[config.mk]
export PLATFORM = sky130hd
export DESIGN_NAME = arts_mul
export DESIGN_NICKNAME = d
export VERILOG_FILES = /design/src/hdl/arts_pkg.sv /design/src/hdl/arts_mul.sv
export SDC_FILE = /design/constraint.sdc
export NUM_CORES = 1
export LEC_CHECK = 0
export ABC_AREA = 1
export BUFFER_PORTS_ARGS = -buffer_cell sky130_fd_sc_hd__buf_4
export CAP_MARGIN = 20
export CORE_MARGIN = 5
export CORE_UTILIZATION = 33
export DETAILED_ROUTE_END_ITERATION = 16
export PLACE_DENSITY = 0.48
export SLEW_MARGIN = 10
export SYNTH_ARGS = -nofsm -noshare
export SYNTH_HDL_FRONTEND = slang
export SYNTH_SLANG_ARGS = --single-unit
[constraint.sdc]
create_clock -name clk -period 3 [get_ports clk]
set_input_delay 0.3 -clock clk [delete_from_list [all_inputs] [get_ports clk]]
set_output_delay 0.3 -clock clk [all_outputs]
set_load 0.01 [all_outputs]
[src/hdl/arts_pkg.sv]
package arts_pkg;

  // Field and state widths.
  localparam int unsigned TIME_W     = 64;
  localparam int unsigned FREQ_W     = 32;
  localparam int unsigned RATE_W     = 32;
  localparam int unsigned SUM_W      = RATE_W + 1;
  localparam int unsigned NOM_W      = 23;  // holds (2^32 - 1) / 1000 plus ten percent
  localparam int unsigned COARSE_W   = 10;  // nominal / 5000
  localparam int unsigned MEDIUM_W   = 7;   // nominal / 50000
  localparam int unsigned PCT_W      = 16;  // nominal / 100
  localparam int unsigned LIM_W      = 19;  // (nominal / 100) * 10
  localparam int unsigned ACT_W      = 3;
  localparam int unsigned CODE_W     = 3;
  localparam int unsigned CFG_DATA_W = 64;
  localparam int unsigned CFG_ADDR_W = 4;

  // Register reset values.
  localparam logic [FREQ_W-1:0] FREQ_RESET = 32'd100000000;
  localparam logic [TIME_W-1:0] END_RESET  = 64'hFFFF_FFFF_FFFF_FFFF;

  // Exact reciprocals: floor(x / d) == (x * M) >> S over the whole input range.
  localparam int unsigned        RECIP_MS_W      = 29;
  localparam logic [28:0]        RECIP_MS        = 29'd274877907;
  localparam int unsigned        RECIP_MS_SH     = 38;
  localparam int unsigned        RECIP_W         = 24;
  localparam logic [23:0]        RECIP_COARSE    = 24'd13743896;
  localparam int unsigned        RECIP_COARSE_SH = 36;
  localparam logic [23:0]        RECIP_MEDIUM    = 24'd10995117;
  localparam int unsigned        RECIP_MEDIUM_SH = 39;
  localparam logic [23:0]        RECIP_PCT       = 24'd10737419;
  localparam int unsigned        RECIP_PCT_SH    = 30;
  localparam logic [3:0]         LIMIT_MUL       = 4'd10;

  // Derived values for the reset frequency.
  localparam logic [NOM_W-1:0]    NOM_RESET    = 23'd100000;
  localparam logic [COARSE_W-1:0] COARSE_RESET = 10'd20;
  localparam logic [MEDIUM_W-1:0] MEDIUM_RESET = 7'd2;
  localparam logic [PCT_W-1:0]    PCT_RESET    = 16'd1000;
  localparam logic [NOM_W-1:0]    HI_RESET     = 23'd110000;
  localparam logic [NOM_W-1:0]    LO_RESET     = 23'd90000;

  // Action codes.
  localparam logic [ACT_W-1:0] ACT_RESET  = 3'd0;
  localparam logic [ACT_W-1:0] ACT_READ   = 3'd1;
  localparam logic [ACT_W-1:0] ACT_ADJUST = 3'd2;
  localparam logic [ACT_W-1:0] ACT_QRESET = 3'd3;
  localparam logic [ACT_W-1:0] ACT_QSTOP  = 3'd4;

  // Rate adjust codes (two's complement, slower means a larger rate).
  localparam logic [CODE_W-1:0] ADJ_FINE_UP     = 3'd1;
  localparam logic [CODE_W-1:0] ADJ_MEDIUM_UP   = 3'd2;
  localparam logic [CODE_W-1:0] ADJ_COARSE_UP   = 3'd3;
  localparam logic [CODE_W-1:0] ADJ_COARSE_DOWN = 3'd5;
  localparam logic [CODE_W-1:0] ADJ_MEDIUM_DOWN = 3'd6;
  localparam logic [CODE_W-1:0] ADJ_FINE_DOWN   = 3'd7;

  // Register indexes, selected by paddr[3].
  localparam logic REG_FREQ = 1'b0;
  localparam logic REG_END  = 1'b1;

  typedef struct packed {
    logic [NOM_W-1:0]    nom;
    logic [COARSE_W-1:0] coarse;
    logic [MEDIUM_W-1:0] medium_step;
    logic [NOM_W-1:0]    hi;
    logic [NOM_W-1:0]    lo;
  } arts_rate_t;

  typedef enum logic [3:0] {
    S_IDLE,
    S_SETTLE0,
    S_SETTLE1,
    S_EXEC,
    S_DELTA,
    S_WRAP,
    S_MUL_GO,
    S_MUL_WAIT,
    S_DIV_GO,
    S_DIV_WAIT,
    S_ACCUM,
    S_ADJ_ADD,
    S_ADJ_CLAMP,
    S_DONE
  } arts_state_t;

endpackage

[src/hdl/arts_mul.sv]
module arts_mul
  import arts_pkg::*;
(
  input  logic              clk,
  input  logic              rst_n,
  input  logic              start,
  input  logic [TIME_W-1:0] mcand,
  input  logic [NOM_W-1:0]  mplier,
  output logic [TIME_W-1:0] prod,
  output logic              done
);

  // One multiplier bit per cycle, LSB first; the product wraps modulo 2^64.
  localparam int unsigned        CNT_W = $clog2(NOM_W);
  localparam logic [CNT_W-1:0]   LAST  = CNT_W'(NOM_W - 1);
  localparam int unsigned        LAT   = NOM_W + 1;

  logic              busy_r, busy_nxt;
  logic              done_r, done_nxt;
  logic [CNT_W-1:0]  cnt_r, cnt_nxt;
  logic [TIME_W-1:0] acc_r, acc_nxt;
  logic [TIME_W-1:0] a_r, a_nxt;
  logic [NOM_W-1:0]  b_r, b_nxt;

  always_comb begin
    busy_nxt = busy_r;
    done_nxt = 1'b0;
    cnt_nxt  = cnt_r;
    acc_nxt  = acc_r;
    a_nxt    = a_r;
    b_nxt    = b_r;
    if (busy_r) begin
      if (b_r[0]) begin
        acc_nxt = acc_r + a_r;
      end
      a_nxt   = {a_r[TIME_W-2:0], 1'b0};
      b_nxt   = {1'b0, b_r[NOM_W-1:1]};
      cnt_nxt = cnt_r + 1'b1;
      if (cnt_r == LAST) begin
        busy_nxt = 1'b0;
        done_nxt = 1'b1;
      end
    end else if (start) begin
      busy_nxt = 1'b1;
      cnt_nxt  = '0;
      acc_nxt  = '0;
      a_nxt    = mcand;
      b_nxt    = mplier;
    end
  end

  always_ff @(posedge clk) begin
    if (!rst_n) begin
      busy_r <= 1'b0;
      done_r <= 1'b0;
      cnt_r  <= '0;
    end else begin
      busy_r <= busy_nxt;
      done_r <= done_nxt;
      cnt_r  <= cnt_nxt;
    end
  end

  always_ff @(posedge clk) begin
    acc_r <= acc_nxt;
    a_r   <= a_nxt;
    b_r   <= b_nxt;
  end

  assign prod = acc_r;
  assign done = done_r;

  a_mul_latency: assert property (@(posedge clk) disable iff (!rst_n)
    (start && !busy_r) |-> ##LAT done_r)
    else $error("multiplier did not finish in the expected number of cycles");

endmodule

# [After elaboration in Yosys (flattened, before gate mapping)]
# Cells that the tools add are included.
[totals] register_bits=158 in_bits=90 out_inout_bits=65
[op_classes] addsub=2 eq_ne=2 n_mux=13 n_reduce_logical=3
[op_table] operator="2-to-1 mux 64 bit" count=5
[op_table] operator="adder 64 bit" count=1
[op_table] operator="2-to-1 mux 22 bit" count=2
[op_table] operator="2-to-1 mux 5 bit" count=2
[op_table] operator="adder 5 x 1 -> 5 bit, second input constant" count=1
[op_table] operator="== test 5 bit, second input constant" count=1
[op_table] operator="2-to-1 mux 1 bit" count=4
[op_table] operator="AND reduction 2 bit" count=2
[op_table] operator="inequality test 2 x 1 -> 1 bit, second input constant" count=1
[op_table] operator="nonzero test 2 bit" count=1

# [Longest topological paths before layout]
# Gate-level depths: netlist of run 1.
[depth] word_depth=3 depth_mapped=15 mapped_depth_nobuf=15

# [Least setup slack after synthesis of run 1]
# OpenSTA, ideal clock, no wires.
[synth_timing] kind="register to register" start="register busy_r" end="register acc_r[0], in the netlist prod[0] (enable)" setup_time_ns=0.423 arrival_time_ns=2.376 slack_ns=0.200 stages_incl_launch_ff=6 n_path_buf=3 period_less_slack_ns=2.800 cell_sequence="dfxtp_1 -> clkbuf_1 -> clkbuf_1 -> buf_2 -> nand2_1 -> nand2_1"
[synth_via] elab_chain_cells=2 word_cells_on_any_way=3 cone_classes="1 x eq/ne; 2 x reduce/logical"
[synth_lines] item="start: declaration" line="arts_mul.sv:18" text="logic busy_r, busy_nxt;"
[synth_lines] item="start signal: assignment" line="arts_mul.sv:58" text="busy_r <= busy_nxt;"
[synth_lines] item="inequality test 2 x 1 -> 1 bit (no line) / nonzero test 2 bit (equally long branches)"
[synth_lines] item="AND reduction 2 bit (no line) *"
[synth_lines] item="end signal: assignment" line="arts_mul.sv:65" text="acc_r <= acc_nxt;"
[synth_lines] item="end: declaration" line="arts_mul.sv:21" text="logic [TIME_W-1:0] acc_r, acc_nxt;"
# Mark *: on every way between the ends. The rest lies on a longest branch, timed or not.
# A chain may end at the register's enable or synchronous reset.

# [Worst setup path after layout of run 1]
[layout_timing] start="register acc_r[30], in the netlist prod[30]" end="register acc_r[49], in the netlist prod[49] (data pin)"
[layout_via] elab_chain_cells=3
[layout_lines] item="adder 64 bit" line="arts_mul.sv:34" text="acc_nxt = acc_r + a_r;"
[layout_lines] item="2-to-1 mux 64 bit" line="arts_mul.sv:33" text="if (b_r[0]) begin"
[layout_lines] item="2-to-1 mux 64 bit" line="arts_mul.sv:32" text="if (busy_r) begin"
# No other way between the ends. The select of a mux whose other input is x is not followed.

==> metrics.txt, run 1 <==
# TYPE chip_impl_metric gauge
chip_impl_metric{name="postLayoutCellArea",unit="sq mm"} 0.01451
chip_impl_metric{name="synth_area_per_cell",unit="sq um"} 6.683
chip_impl_metric{name="pin_count_of_the_biggest_net_entering_global_routing",unit=""} 95
chip_impl_metric{name="critPathArrivalTime",unit="ns"} 2.97
chip_impl_metric{name="max_cap_violations",unit=""} 0
chip_impl_metric{name="cp_data_required_time",unit="ns"} 3.27
chip_impl_metric{name="drt-wirelength-per-cell",unit="microns"} 17.88
chip_impl_metric{name="post_cts.repair.setup_buffers",unit=""} 0
chip_impl_metric{name="max_slew.worst_pin.slew",unit="ns"} 1.043
chip_impl_metric{name="num_antenna_cells",unit=""} 0
chip_impl_metric{name="finalWirelength",unit="microns"} 43870
chip_impl_metric{name="ys_warn_count",unit=""} 0
chip_impl_metric{name="ys_seq_area_share",unit="%"} 38.14
chip_impl_metric{name="synthArstFlopShare",unit="%"} 0
chip_impl_metric{name="area.growth.synth_to_final",unit="%"} 18.89
chip_impl_metric{name="finalWeightedCongestion",unit=""} 0.9652
chip_impl_metric{name="numCtsBuffers",unit=""} 17
chip_impl_metric{name="power.ir.vdd_worst",unit="mV"} 0.3635
chip_impl_metric{name="postLayoutSetupSlackWorst",unit="ns"} 0.3001
chip_impl_metric{name="synth.distinct_cells",unit=""} 32
chip_impl_metric{name="top_level_ports",unit=""} 155
chip_impl_metric{name="cts_num_sinks",unit=""} 158
chip_impl_metric{name="tns",unit="ns"} 0
chip_impl_info{name="yosys.area.top_type",value="edfxtp_1"} 1
chip_impl_metric{name="powerDensity",unit="mW/mm^2"} 573.7
chip_impl_metric{name="synth_cell_area",unit="sq mm"} 0.01220
chip_impl_metric{name="finalCritPeriodShare",unit="%"} 90.00
chip_impl_metric{name="fp.dieArea",unit="sq mm"} 0.04093
chip_impl_metric{name="setup_violations_final",unit=""} 0
chip_impl_metric{name="first_pass_iteration_count_of_the_detailed_router",unit=""} 5
chip_impl_metric{name="mappedNetlistNets",unit=""} 1982
chip_impl_metric{name="residual_overflow_from_global_routing",unit=""} 0
chip_impl_info{name="postSynth.topFlopCell",value="edfxtp_1"} 1
chip_impl_metric{name="vias_in_the_first_global_route",unit=""} 11350
chip_impl_metric{name="finClkSkew",unit="ns"} 0.01232
chip_impl_metric{name="place_hpwl",unit="microns"} 34860
chip_impl_metric{name="ant_nets_after_route",unit=""} 0
chip_impl_metric{name="deepest_clock_path_buffer_count",unit=""} 2
chip_impl_metric{name="grtUsageTotal",unit="%"} 21.19
chip_impl_metric{name="cts.htree.levels",unit=""} 4
chip_impl_metric{name="report.final.slew_viol_count",unit=""} 0
chip_impl_info{name="clock_tree_from_tritoncts",value="built"} 1
chip_impl_metric{name="clk_pin_slew",unit="ns"} 0.07
chip_impl_metric{name="ys_ff_latch",unit=""} 158
chip_impl_metric{name="fmaxAchievable",unit="GHz"} 0.3704
chip_impl_info{name="netlist_top_cells_count",value="746 x nand2_1, 327 x inv_1, 149 x edfxtp_1, 124 x nor2_1, 118 x nand3_1"} 1
chip_impl_metric{name="start_util",unit="%"} 33.41
chip_impl_info{name="synth_area_leaders",value="edfxtp_1 37%, nand2_1 23%, inv_1 10%"} 1
chip_impl_metric{name="finalHoldViolCount",unit=""} 0
chip_impl_metric{name="final.fill_count",unit=""} 3937
chip_impl_info{name="rsz0062_at_grt",value="no"} 1
chip_impl_metric{name="post_route_cells_drive_above_1_share",unit="%"} 13.34
chip_impl_metric{name="antenna_found_initial",unit=""} 0
chip_impl_metric{name="core",unit="sq mm"} 0.03652
chip_impl_metric{name="drcViolationCount",unit=""} 0
chip_impl_metric{name="post-place-ws",unit="ns"} 0.2957
chip_impl_info{name="clockRootBuffer",value="clkbuf_16"} 1
chip_impl_metric{name="fp-row-count",unit=""} 70
chip_impl_metric{name="leakagePower",unit="nW"} 7.786
chip_impl_info{name="status",value="finished, final reports clean"} 1
chip_impl_metric{name="initialDrtViolationCount",unit=""} 708
chip_impl_metric{name="chipWidth",unit="microns"} 202.3
chip_impl_info{name="critPathLaunchType",value="flop"} 1
chip_impl_metric{name="yosysTopAreaCellShare",unit="%"} 36.67
chip_impl_metric{name="postSynthCellCount",unit=""} 1826
chip_impl_metric{name="synth-edff-count",unit=""} 149
chip_impl_metric{name="place.port_buffers",unit=""} 154
chip_impl_metric{name="post-route-min-period",unit="ns"} 2.700
chip_impl_metric{name="grt_first_pass_wirelength",unit="microns"} 66960
chip_impl_metric{name="clock_latency",unit="ns"} 0.46
chip_impl_info{name="synth.most_common_cell",value="nand2_1"} 1
chip_impl_metric{name="crit_fanout",unit=""} 5
chip_impl_metric{name="post_cts_hold_buffer_count",unit=""} 0
chip_impl_metric{name="nets",unit=""} 2129
chip_impl_metric{name="dr_total_vias",unit=""} 11500
chip_impl_info{name="timing_worst_setup_path_type",value="flop to flop"} 1
chip_impl_metric{name="chipHeight",unit="microns"} 202.3
chip_impl_metric{name="count_of_cells_resized_by_post_cts_repair",unit=""} 0
chip_impl_metric{name="normalized_max_slew_margin",unit="%"} 30.46
chip_impl_metric{name="avgViaCountPerCell",unit=""} 4.687
chip_impl_metric{name="detailed_place.area",unit="sq mm"} 0.01391
chip_impl_info{name="worstHoldPathType",value="primary input to flop"} 1
chip_impl_info{name="setup.worst_path.end_class",value="flop"} 1
-- cell families after synthesis --
family,Yosys count,synth area share [%]
buffers and inverters,361,11.19
DFF,158,38.14
and+or+nand+nor,1095,37.48
AOI/OAI and AO/OA,145,6.295
xor gates and xnor gates,1,0.07179
adders and majority gates,66,6.829
-- path summary, 6_finish.rpt --
path                                  from        to  slack (ns)  cells past startpoint
worst max register to register    prod[30]  prod[49]        0.30                      9
worst max-delay path              prod[30]  prod[49]        0.30                      9
worst min register to register    cnt_r[3]  cnt_r[3]        0.47                      1
worst min-delay path            mplier[22]   b_r[22]        0.07                      3
-- state kept, by name, summed over array words and instances, names as in the netlist --
register and count:
a_r 64, b_r 23, busy_r 1, cnt_r 5, done 1, prod 64
-- worst max-delay path, cell delays in order, from the launching register on --
cell and delay [ns]:
edfxtp_1 0.48, ha_1 0.46, nand2_1 0.13, nor2_1 0.29, nand2_1 0.25, nor2_1 0.35
nand3_1 0.17, nand3_1 0.11, nand2_1 0.05, nor2_1 0.22
-- cell type report --
class	count	area [sq um]	area share, %
Multi-Input combinational cell	1307	6186	42.64
Clock inverter	13	151.4	1.044
Clock buffer	19	442.9	3.053
Inverter	327	1230	8.478
Tap cell	468	585.6	4.036
Sequential cell	158	4658	32.11
Timing Repair Buffer	162	1254	8.642
-- layer usage --
layer  global-route usage [%]  routed length, microns
met1                    29.74                   21440
met2                    33.97                   19530
met3                    3.578                    2099
met4                    5.577                     804
met5                        0                       0
-- per-stage QoR --
stage | hold slack, ns | cells | util [%] | power (W)
2_1_floorplan | 0.4364 | 1826 | - | 0.004899
3_3_place_gp | 0.4559 | 2422 | 38.10 | 0.006086
3_5_place_dp | 0.4567 | 2422 | 38.10 | 0.006081
4_1_cts | 0.04889 | 2454 | 39.72 | 0.008421
5_1_grt | 0.08590 | 2454 | 39.72 | 0.008852
6_report | 0.07245 | 2454 | 39.72 | 0.008322
-- layout by cell type (no fill, tap or decap), types with 3 or more instances in the layout --
cell | synthesis | layout
nand3_1 | 118 | 118
nand2_1 | 746 | 745
o21ai_0 | 34 | 34
ha_1 | 65 | 65
o21bai_1 | 6 | 6
and2_1 | 7 | 7
clkbuf_16 | 0 | 17
buf_4 | 0 | 159
and3_1 | 5 | 5
nand4_1 | 14 | 14
nor4_1 | 3 | 3
nor2_2 | 18 | 18
nor2_4 | 3 | 3
a21oi_1 | 96 | 96
nor2_1 | 124 | 124
inv_6 | 0 | 5
nand2_2 | 31 | 32
clkinv_2 | 0 | 3
dfxtp_1 | 9 | 8
clkinvlp_4 | 0 | 3
nor3_1 | 12 | 12
inv_1 | 327 | 325
buf_12 | 0 | 3
a21oi_2 | 4 | 4
nand3_2 | 10 | 10
edfxtp_1 | 149 | 149
-- report_power, final --
group / internal (W) / total, W / switching, W / leakage (nW)
clock: 0.00127 / 0.00230 / 0.00103 / 0.283
combinational: 0.000993 / 0.00308 / 0.00208 / 5.90
sequential: 0.00277 / 0.00295 / 0.000181 / 1.61
Power figures use the tool's default switching activity.
==> run 2: changes to the inputs <==
Settings changed: CORE_UTILIZATION 33 to 60, PLACE_DENSITY 0.48 to 0.8, SLEW_MARGIN 10 to unset, TNS_END_PERCENT set to 5.
==> run 2 against run 1 <==
  * Clock power about the same
  * Critical path type unchanged
  * Sequential share of layout area rose by 0.60 points
  * Count of clock-buffer cells in the layout fell by 1
  * Utilization is 31 points higher
  * Fmax increased by 5.3%
==> metrics.txt, run 2 (same netlist as run 1, synthesis figures left out) <==
# TYPE chip_impl_metric gauge
chip_impl_metric{name="area.sequential",unit="sq mm"} 0.004658
chip_impl_metric{name="numCtsBuffers",unit=""} 17
chip_impl_metric{name="pwr-share-seq",unit="%"} 35.6
chip_impl_metric{name="post-route-min-period",unit="ns"} 2.565
chip_impl_info{name="top_signal_layer_used",value="met5"} 1
chip_impl_metric{name="residual_overflow_from_global_routing",unit=""} 0
chip_impl_metric{name="worst_r2r_path_depth",unit=""} 11
chip_impl_metric{name="final.fill_count",unit=""} 1686
chip_impl_info{name="timing_worst_setup_path_type",value="flop to flop"} 1
chip_impl_metric{name="finClkSkew",unit="ns"} 0.01693
chip_impl_metric{name="place_hpwl",unit="microns"} 30120
chip_impl_metric{name="place.port_buffers",unit=""} 154
chip_impl_metric{name="fp-row-count",unit=""} 52
chip_impl_metric{name="finalCritPeriodShare",unit="%"} 85.50
chip_impl_metric{name="deepest_clock_path_buffer_count",unit=""} 2
chip_impl_metric{name="avgViaCountPerCell",unit=""} 5.459
chip_impl_metric{name="finalWirelength",unit="microns"} 38980
chip_impl_info{name="worstHoldPathType",value="primary input to flop"} 1
chip_impl_info{name="status",value="finished, final reports clean"} 1
chip_impl_metric{name="critPathArrivalTime",unit="ns"} 2.76
chip_impl_metric{name="finalHoldViolCount",unit=""} 0
chip_impl_metric{name="dr_total_vias",unit=""} 12300
chip_impl_info{name="layout.cells.most_common",value="nand2_1"} 1
chip_impl_info{name="rsz0062_at_grt",value="no"} 1
chip_impl_metric{name="grtUsageTotal",unit="%"} 32.81
chip_impl_metric{name="p_comb_share",unit="%"} 36.3
chip_impl_info{name="setup.worst_path.end_class",value="flop"} 1
chip_impl_metric{name="finalWeightedCongestion",unit=""} 1.030
chip_impl_metric{name="netSwitchingFraction",unit="%"} 39.58
chip_impl_metric{name="cp_data_required_time",unit="ns"} 3.20
chip_impl_metric{name="tns",unit="ns"} 0
chip_impl_metric{name="met1Wirelength",unit="microns"} 16380
chip_impl_metric{name="top_level_ports",unit=""} 155
chip_impl_metric{name="num_antenna_cells",unit=""} 0
chip_impl_metric{name="chipWidth",unit="microns"} 152.6
chip_impl_metric{name="drcViolationCount",unit=""} 0
chip_impl_metric{name="hold-path-cell-count",unit=""} 3
chip_impl_metric{name="ant_nets_after_route",unit=""} 0
chip_impl_metric{name="post_route_cells_drive_above_1_share",unit="%"} 13.26
chip_impl_metric{name="powerDensity",unit="mW/mm^2"} 582.9
chip_impl_info{name="clockRootBuffer",value="clkbuf_16"} 1
chip_impl_metric{name="area_of_the_multi_input_gates",unit="sq mm"} 0.006186
chip_impl_info{name="most-common-layout-cells",value="745 x nand2_1, 325 x inv_1, 158 x buf_4"} 1
chip_impl_metric{name="final_power",unit="W"} 0.008301
chip_impl_metric{name="route.met2.wl",unit="microns"} 18210
chip_impl_metric{name="post-place-ws",unit="ns"} 0.4838
chip_impl_metric{name="core",unit="sq mm"} 0.02010
chip_impl_metric{name="fp.dieArea",unit="sq mm"} 0.02329
chip_impl_metric{name="max_cap_violations",unit=""} 0
chip_impl_metric{name="count_of_cells_resized_by_post_cts_repair",unit=""} 0
chip_impl_metric{name="power_frac_clock",unit="%"} 28.1
chip_impl_metric{name="cts.htree.levels",unit=""} 4
chip_impl_metric{name="postLayoutCoreUtil",unit="%"} 70.84
chip_impl_metric{name="wl_met3",unit="microns"} 3407
chip_impl_metric{name="cts_num_sinks",unit=""} 158
chip_impl_metric{name="antenna_found_initial",unit=""} 1
chip_impl_metric{name="crit_fanout",unit=""} 5
chip_impl_metric{name="finish.cell_count_without_fillers",unit=""} 2254
chip_impl_metric{name="dpl.cell_count",unit=""} 2222
chip_impl_metric{name="fmaxAchievable",unit="GHz"} 0.3899
chip_impl_metric{name="clock_latency",unit="ns"} 0.44
chip_impl_metric{name="power.ir.vdd_worst",unit="mV"} 0.3893
chip_impl_metric{name="normalized_max_slew_margin",unit="%"} 34.78
chip_impl_metric{name="chipHeight",unit="microns"} 152.6
chip_impl_metric{name="clk_pin_slew",unit="ns"} 0.07
chip_impl_metric{name="post_cts_hold_buffer_count",unit=""} 0
chip_impl_metric{name="initialDrtViolationCount",unit=""} 1304
chip_impl_metric{name="post_cts.repair.setup_buffers",unit=""} 0
chip_impl_metric{name="vias_in_the_first_global_route",unit=""} 11880
chip_impl_metric{name="drt-wirelength-per-cell",unit="microns"} 17.30
chip_impl_metric{name="nets",unit=""} 2127
chip_impl_metric{name="first_pass_iteration_count_of_the_detailed_router",unit=""} 6
chip_impl_metric{name="start_util",unit="%"} 60.70
chip_impl_metric{name="register_to_register_path_setup_slack",unit="ns"} 0.44
chip_impl_metric{name="switchingPower",unit="W"} 0.003286
chip_impl_metric{name="setup_violations_final",unit=""} 0
chip_impl_metric{name="leakagePower",unit="nW"} 7.779
chip_impl_metric{name="area.growth.synth_to_final",unit="%"} 16.71
chip_impl_metric{name="pin_count_of_the_biggest_net_entering_global_routing",unit=""} 116
chip_impl_metric{name="p_int",unit="W"} 0.005015
chip_impl_metric{name="report.final.slew_viol_count",unit=""} 0
chip_impl_metric{name="postLayoutSetupSlackWorst",unit="ns"} 0.4350
chip_impl_metric{name="grt_first_pass_wirelength",unit="microns"} 61530
chip_impl_info{name="clock_tree_from_tritoncts",value="built"} 1
chip_impl_info{name="critPathLaunchType",value="flop"} 1
chip_impl_metric{name="max_slew.worst_pin.slew",unit="ns"} 0.9783
## run 2: power by group through the flow
stage / Sequential, W / Combinational, W / Clock (W)
after floorplan: 0.00299 / 0.00191 / 0
after global placement: 0.00298 / 0.00287 / 0
final: 0.00295 / 0.00301 / 0.00233
after CTS: 0.00295 / 0.00297 / 0.00233
after detailed placement: 0.00299 / 0.00294 / 0
after global routing: 0.00297 / 0.00334 / 0.00244
## run 2: metal layers
metal | track usage (%) | up-vias
met2 | 54.71 | 559
met5 | 0 | -
met4 | 9.207 | 2
li1 | - | 6008
met1 | 44.10 | 5653
met3 | 6.078 | 82
## run 2: area by class of cell
cell class	count	share of cell area, %
clock inverter	14	1.239
tap	270	2.372
inverter	327	8.627
clock buffer	18	3.013
multi-input combinational	1307	43.43
sequential	158	32.71
timing repair buffer	160	8.609
## run 2: worst max-delay path: stages, from the launching register on
cell,delay [ns]
edfxtp_1,0.50
ha_1,0.44
nand2_2,0.17
inv_1,0.05
a21oi_1,0.26
nor2_1,0.07
nor2_1,0.17
nand2_1,0.08
a21oi_1,0.33
nand3_1,0.13
nand2_1,0.08
nor2_1,0.05
## run 2: path summary, 6_finish.rpt
path,endpoint,start
worst max register to register,prod[58],prod[53]
worst min register to register,cnt_r[4],cnt_r[4]
worst max-delay path,prod[58],prod[53]
worst min-delay path,a_r[0],mcand[0]
## run 2: through the flow
step / area [sq um] / hold slack [ns]
CTS: 14240 / 0.09493
global route: 14240 / 0.1168
floorplan: 12200 / 0.4364
detailed placement: 13640 / 0.4570
global placement: 13640 / 0.4522
finish: 14240 / 0.09302
==> run 3: changes to the inputs <==
Settings changed: CTS_BUF_LIST set to sky130_fd_sc_hd__clkbuf_8 sky130_fd_sc_hd__clkbuf_16, SKIP_LAST_GASP set to 1.
==> run 3 against run 2 <==
  * Sequential cell count did not move
  * Count of clock-buffer cells in the layout down 1
  * Setup slack got worse by 0.022 ns
  * Clock skew about the same
  * Critical path type unchanged
  * Critical endpoint unchanged
  * Largest cell class unchanged
  * Largest power group unchanged
==> metrics.txt, run 3 (same netlist as run 1, synthesis figures left out) <==
# TYPE chip_impl_metric gauge
chip_impl_metric{name="finClkSkew",unit="ns"} 0.01688
chip_impl_metric{name="power.ir.vdd_worst",unit="mV"} 0.3892
chip_impl_info{name="layout.cells.most_common",value="nand2_1"} 1
chip_impl_metric{name="place.port_buffers",unit=""} 154
chip_impl_info{name="status",value="finished, final reports clean"} 1
chip_impl_metric{name="num_antenna_cells",unit=""} 0
chip_impl_metric{name="cts.htree.levels",unit=""} 4
chip_impl_metric{name="nets",unit=""} 2127
chip_impl_metric{name="critPathArrivalTime",unit="ns"} 2.79
chip_impl_metric{name="max_slew.worst_pin.slew",unit="ns"} 0.9802
chip_impl_metric{name="tns",unit="ns"} 0
chip_impl_metric{name="post_cts_hold_buffer_count",unit=""} 0
chip_impl_metric{name="grt_first_pass_wirelength",unit="microns"} 61530
chip_impl_metric{name="place_hpwl",unit="microns"} 30120
chip_impl_metric{name="finalHoldViolCount",unit=""} 0
chip_impl_metric{name="setup_violations_final",unit=""} 0
chip_impl_metric{name="chipHeight",unit="microns"} 152.6
chip_impl_info{name="clock_tree_from_tritoncts",value="built"} 1
chip_impl_metric{name="post-route-min-period",unit="ns"} 2.587
chip_impl_info{name="timing_worst_setup_path_type",value="flop to flop"} 1
chip_impl_metric{name="crit_fanout",unit=""} 5
chip_impl_metric{name="chipWidth",unit="microns"} 152.6
chip_impl_metric{name="pin_count_of_the_biggest_net_entering_global_routing",unit=""} 116
chip_impl_metric{name="cts_num_sinks",unit=""} 158
chip_impl_metric{name="drt-wirelength-per-cell",unit="microns"} 17.26
chip_impl_info{name="critPathLaunchType",value="flop"} 1
chip_impl_metric{name="grtUsageTotal",unit="%"} 32.81
chip_impl_metric{name="drcViolationCount",unit=""} 0
chip_impl_info{name="setup.worst_path.end_class",value="flop"} 1
chip_impl_metric{name="detailed_place.area",unit="sq mm"} 0.01364
chip_impl_metric{name="core",unit="sq mm"} 0.02010
chip_impl_metric{name="finalWeightedCongestion",unit=""} 1.030
chip_impl_metric{name="avgViaCountPerCell",unit=""} 5.448
chip_impl_metric{name="count_of_cells_resized_by_post_cts_repair",unit=""} 0
chip_impl_metric{name="fp.dieArea",unit="sq mm"} 0.02329
chip_impl_metric{name="deepest_clock_path_buffer_count",unit=""} 2
chip_impl_metric{name="leakagePower",unit="nW"} 7.783
chip_impl_metric{name="ant_nets_after_route",unit=""} 0
chip_impl_metric{name="post_route_cells_drive_above_1_share",unit="%"} 13.26
chip_impl_metric{name="antenna_found_initial",unit=""} 1
chip_impl_metric{name="clk_pin_slew",unit="ns"} 0.07
chip_impl_metric{name="cp_data_required_time",unit="ns"} 3.20
chip_impl_metric{name="postLayoutCellArea",unit="sq mm"} 0.01424
chip_impl_info{name="worstHoldPathType",value="primary input to flop"} 1
chip_impl_metric{name="worst_r2r_path_depth",unit=""} 11
chip_impl_metric{name="first_pass_iteration_count_of_the_detailed_router",unit=""} 6
chip_impl_metric{name="hold-path-cell-count",unit=""} 3
chip_impl_info{name="most-common-layout-cells",value="745 x nand2_1, 326 x inv_1, 158 x buf_4"} 1
chip_impl_metric{name="fmaxAchievable",unit="GHz"} 0.3865
chip_impl_metric{name="vias_in_the_first_global_route",unit=""} 11880
chip_impl_metric{name="dr_total_vias",unit=""} 12280
chip_impl_metric{name="numCtsBuffers",unit=""} 17
chip_impl_metric{name="area.growth.synth_to_final",unit="%"} 16.71
chip_impl_info{name="rsz0062_at_grt",value="no"} 1
chip_impl_metric{name="clock_latency",unit="ns"} 0.44
chip_impl_metric{name="finalWirelength",unit="microns"} 38910
chip_impl_metric{name="normalized_max_slew_margin",unit="%"} 34.65
chip_impl_metric{name="fp-row-count",unit=""} 52
chip_impl_metric{name="finalCritPeriodShare",unit="%"} 86.25
chip_impl_metric{name="report.final.slew_viol_count",unit=""} 0
chip_impl_metric{name="powerDensity",unit="mW/mm^2"} 582.3
chip_impl_metric{name="residual_overflow_from_global_routing",unit=""} 0
chip_impl_metric{name="initialDrtViolationCount",unit=""} 1301
chip_impl_metric{name="start_util",unit="%"} 60.70
chip_impl_info{name="clockRootBuffer",value="clkbuf_16"} 1
chip_impl_metric{name="max_cap_violations",unit=""} 0
chip_impl_metric{name="post_cts.repair.setup_buffers",unit=""} 0
chip_impl_metric{name="top_level_ports",unit=""} 155
[run 3: changes by cell type in the layout (fill, tap and decap cells not counted)]
cell,previous run,this run
clkbuf_1,1,0
inv_1,325,326
[run 3: worst paths after layout]
check / to / from / slack, ns
max: prod[58] / prod[53] / 0.41
min: a_r[0] / mcand[0] / 0.09
max reg2reg: prod[58] / prod[53] / 0.41
min reg2reg: cnt_r[4] / cnt_r[4] / 0.47
[run 3: through the flow]
step,power (W),hold WS [ns],util (%),cells,setup WS [ns]
5_1_grt,0.008750,0.1168,70.84,2254,0.3392
3_5_place_dp,0.005935,0.4570,67.83,2222,0.4838
2_1_floorplan,0.004899,0.4364,-,1826,0.2004
6_report,0.008293,0.09348,70.84,2254,0.4125
3_3_place_gp,0.005853,0.4522,67.83,2222,0.4406
4_1_cts,0.008238,0.09493,70.84,2254,0.4618
[run 3: area by class of cell]
type / instances / area (sq um)
inverters: 327 / 1229
clock inverters: 15 / 180.2
repair buffers: 160 / 1226
fillers: 1686 / 5862
multi-input cells: 1307 / 6186
clock buffers: 17 / 425.4
flip-flops and latches: 158 / 4658
well taps: 270 / 337.8
[run 3: worst max-delay path, stage by stage, from the launching register on]
cell and delay, ns:
edfxtp_1 0.50, ha_1 0.44, nand2_2 0.17, inv_1 0.05
a21oi_1 0.26, nor2_1 0.07, nor2_1 0.17, nand2_1 0.07
a21oi_1 0.35, nand3_1 0.13, nand2_1 0.08, nor2_1 0.04
[run 3: power breakdown]
part	total (W)	internal (W)	leakage, nW	switching (W)
registers	0.00295	0.00276	1.61	0.000189
logic	0.00301	0.000986	5.88	0.00203
clock network	0.00233	0.00126	0.296	0.00107
[run 3: routing by layer]
layer  vias up  share of wire, %  global-route usage (%)
met4         2               2.4                   9.207
met2       559                47                   54.71
met3        70               8.9                   6.078
met1      5640                42                   44.10
met5         -             0.018                       0
li1       6008                 -                       -
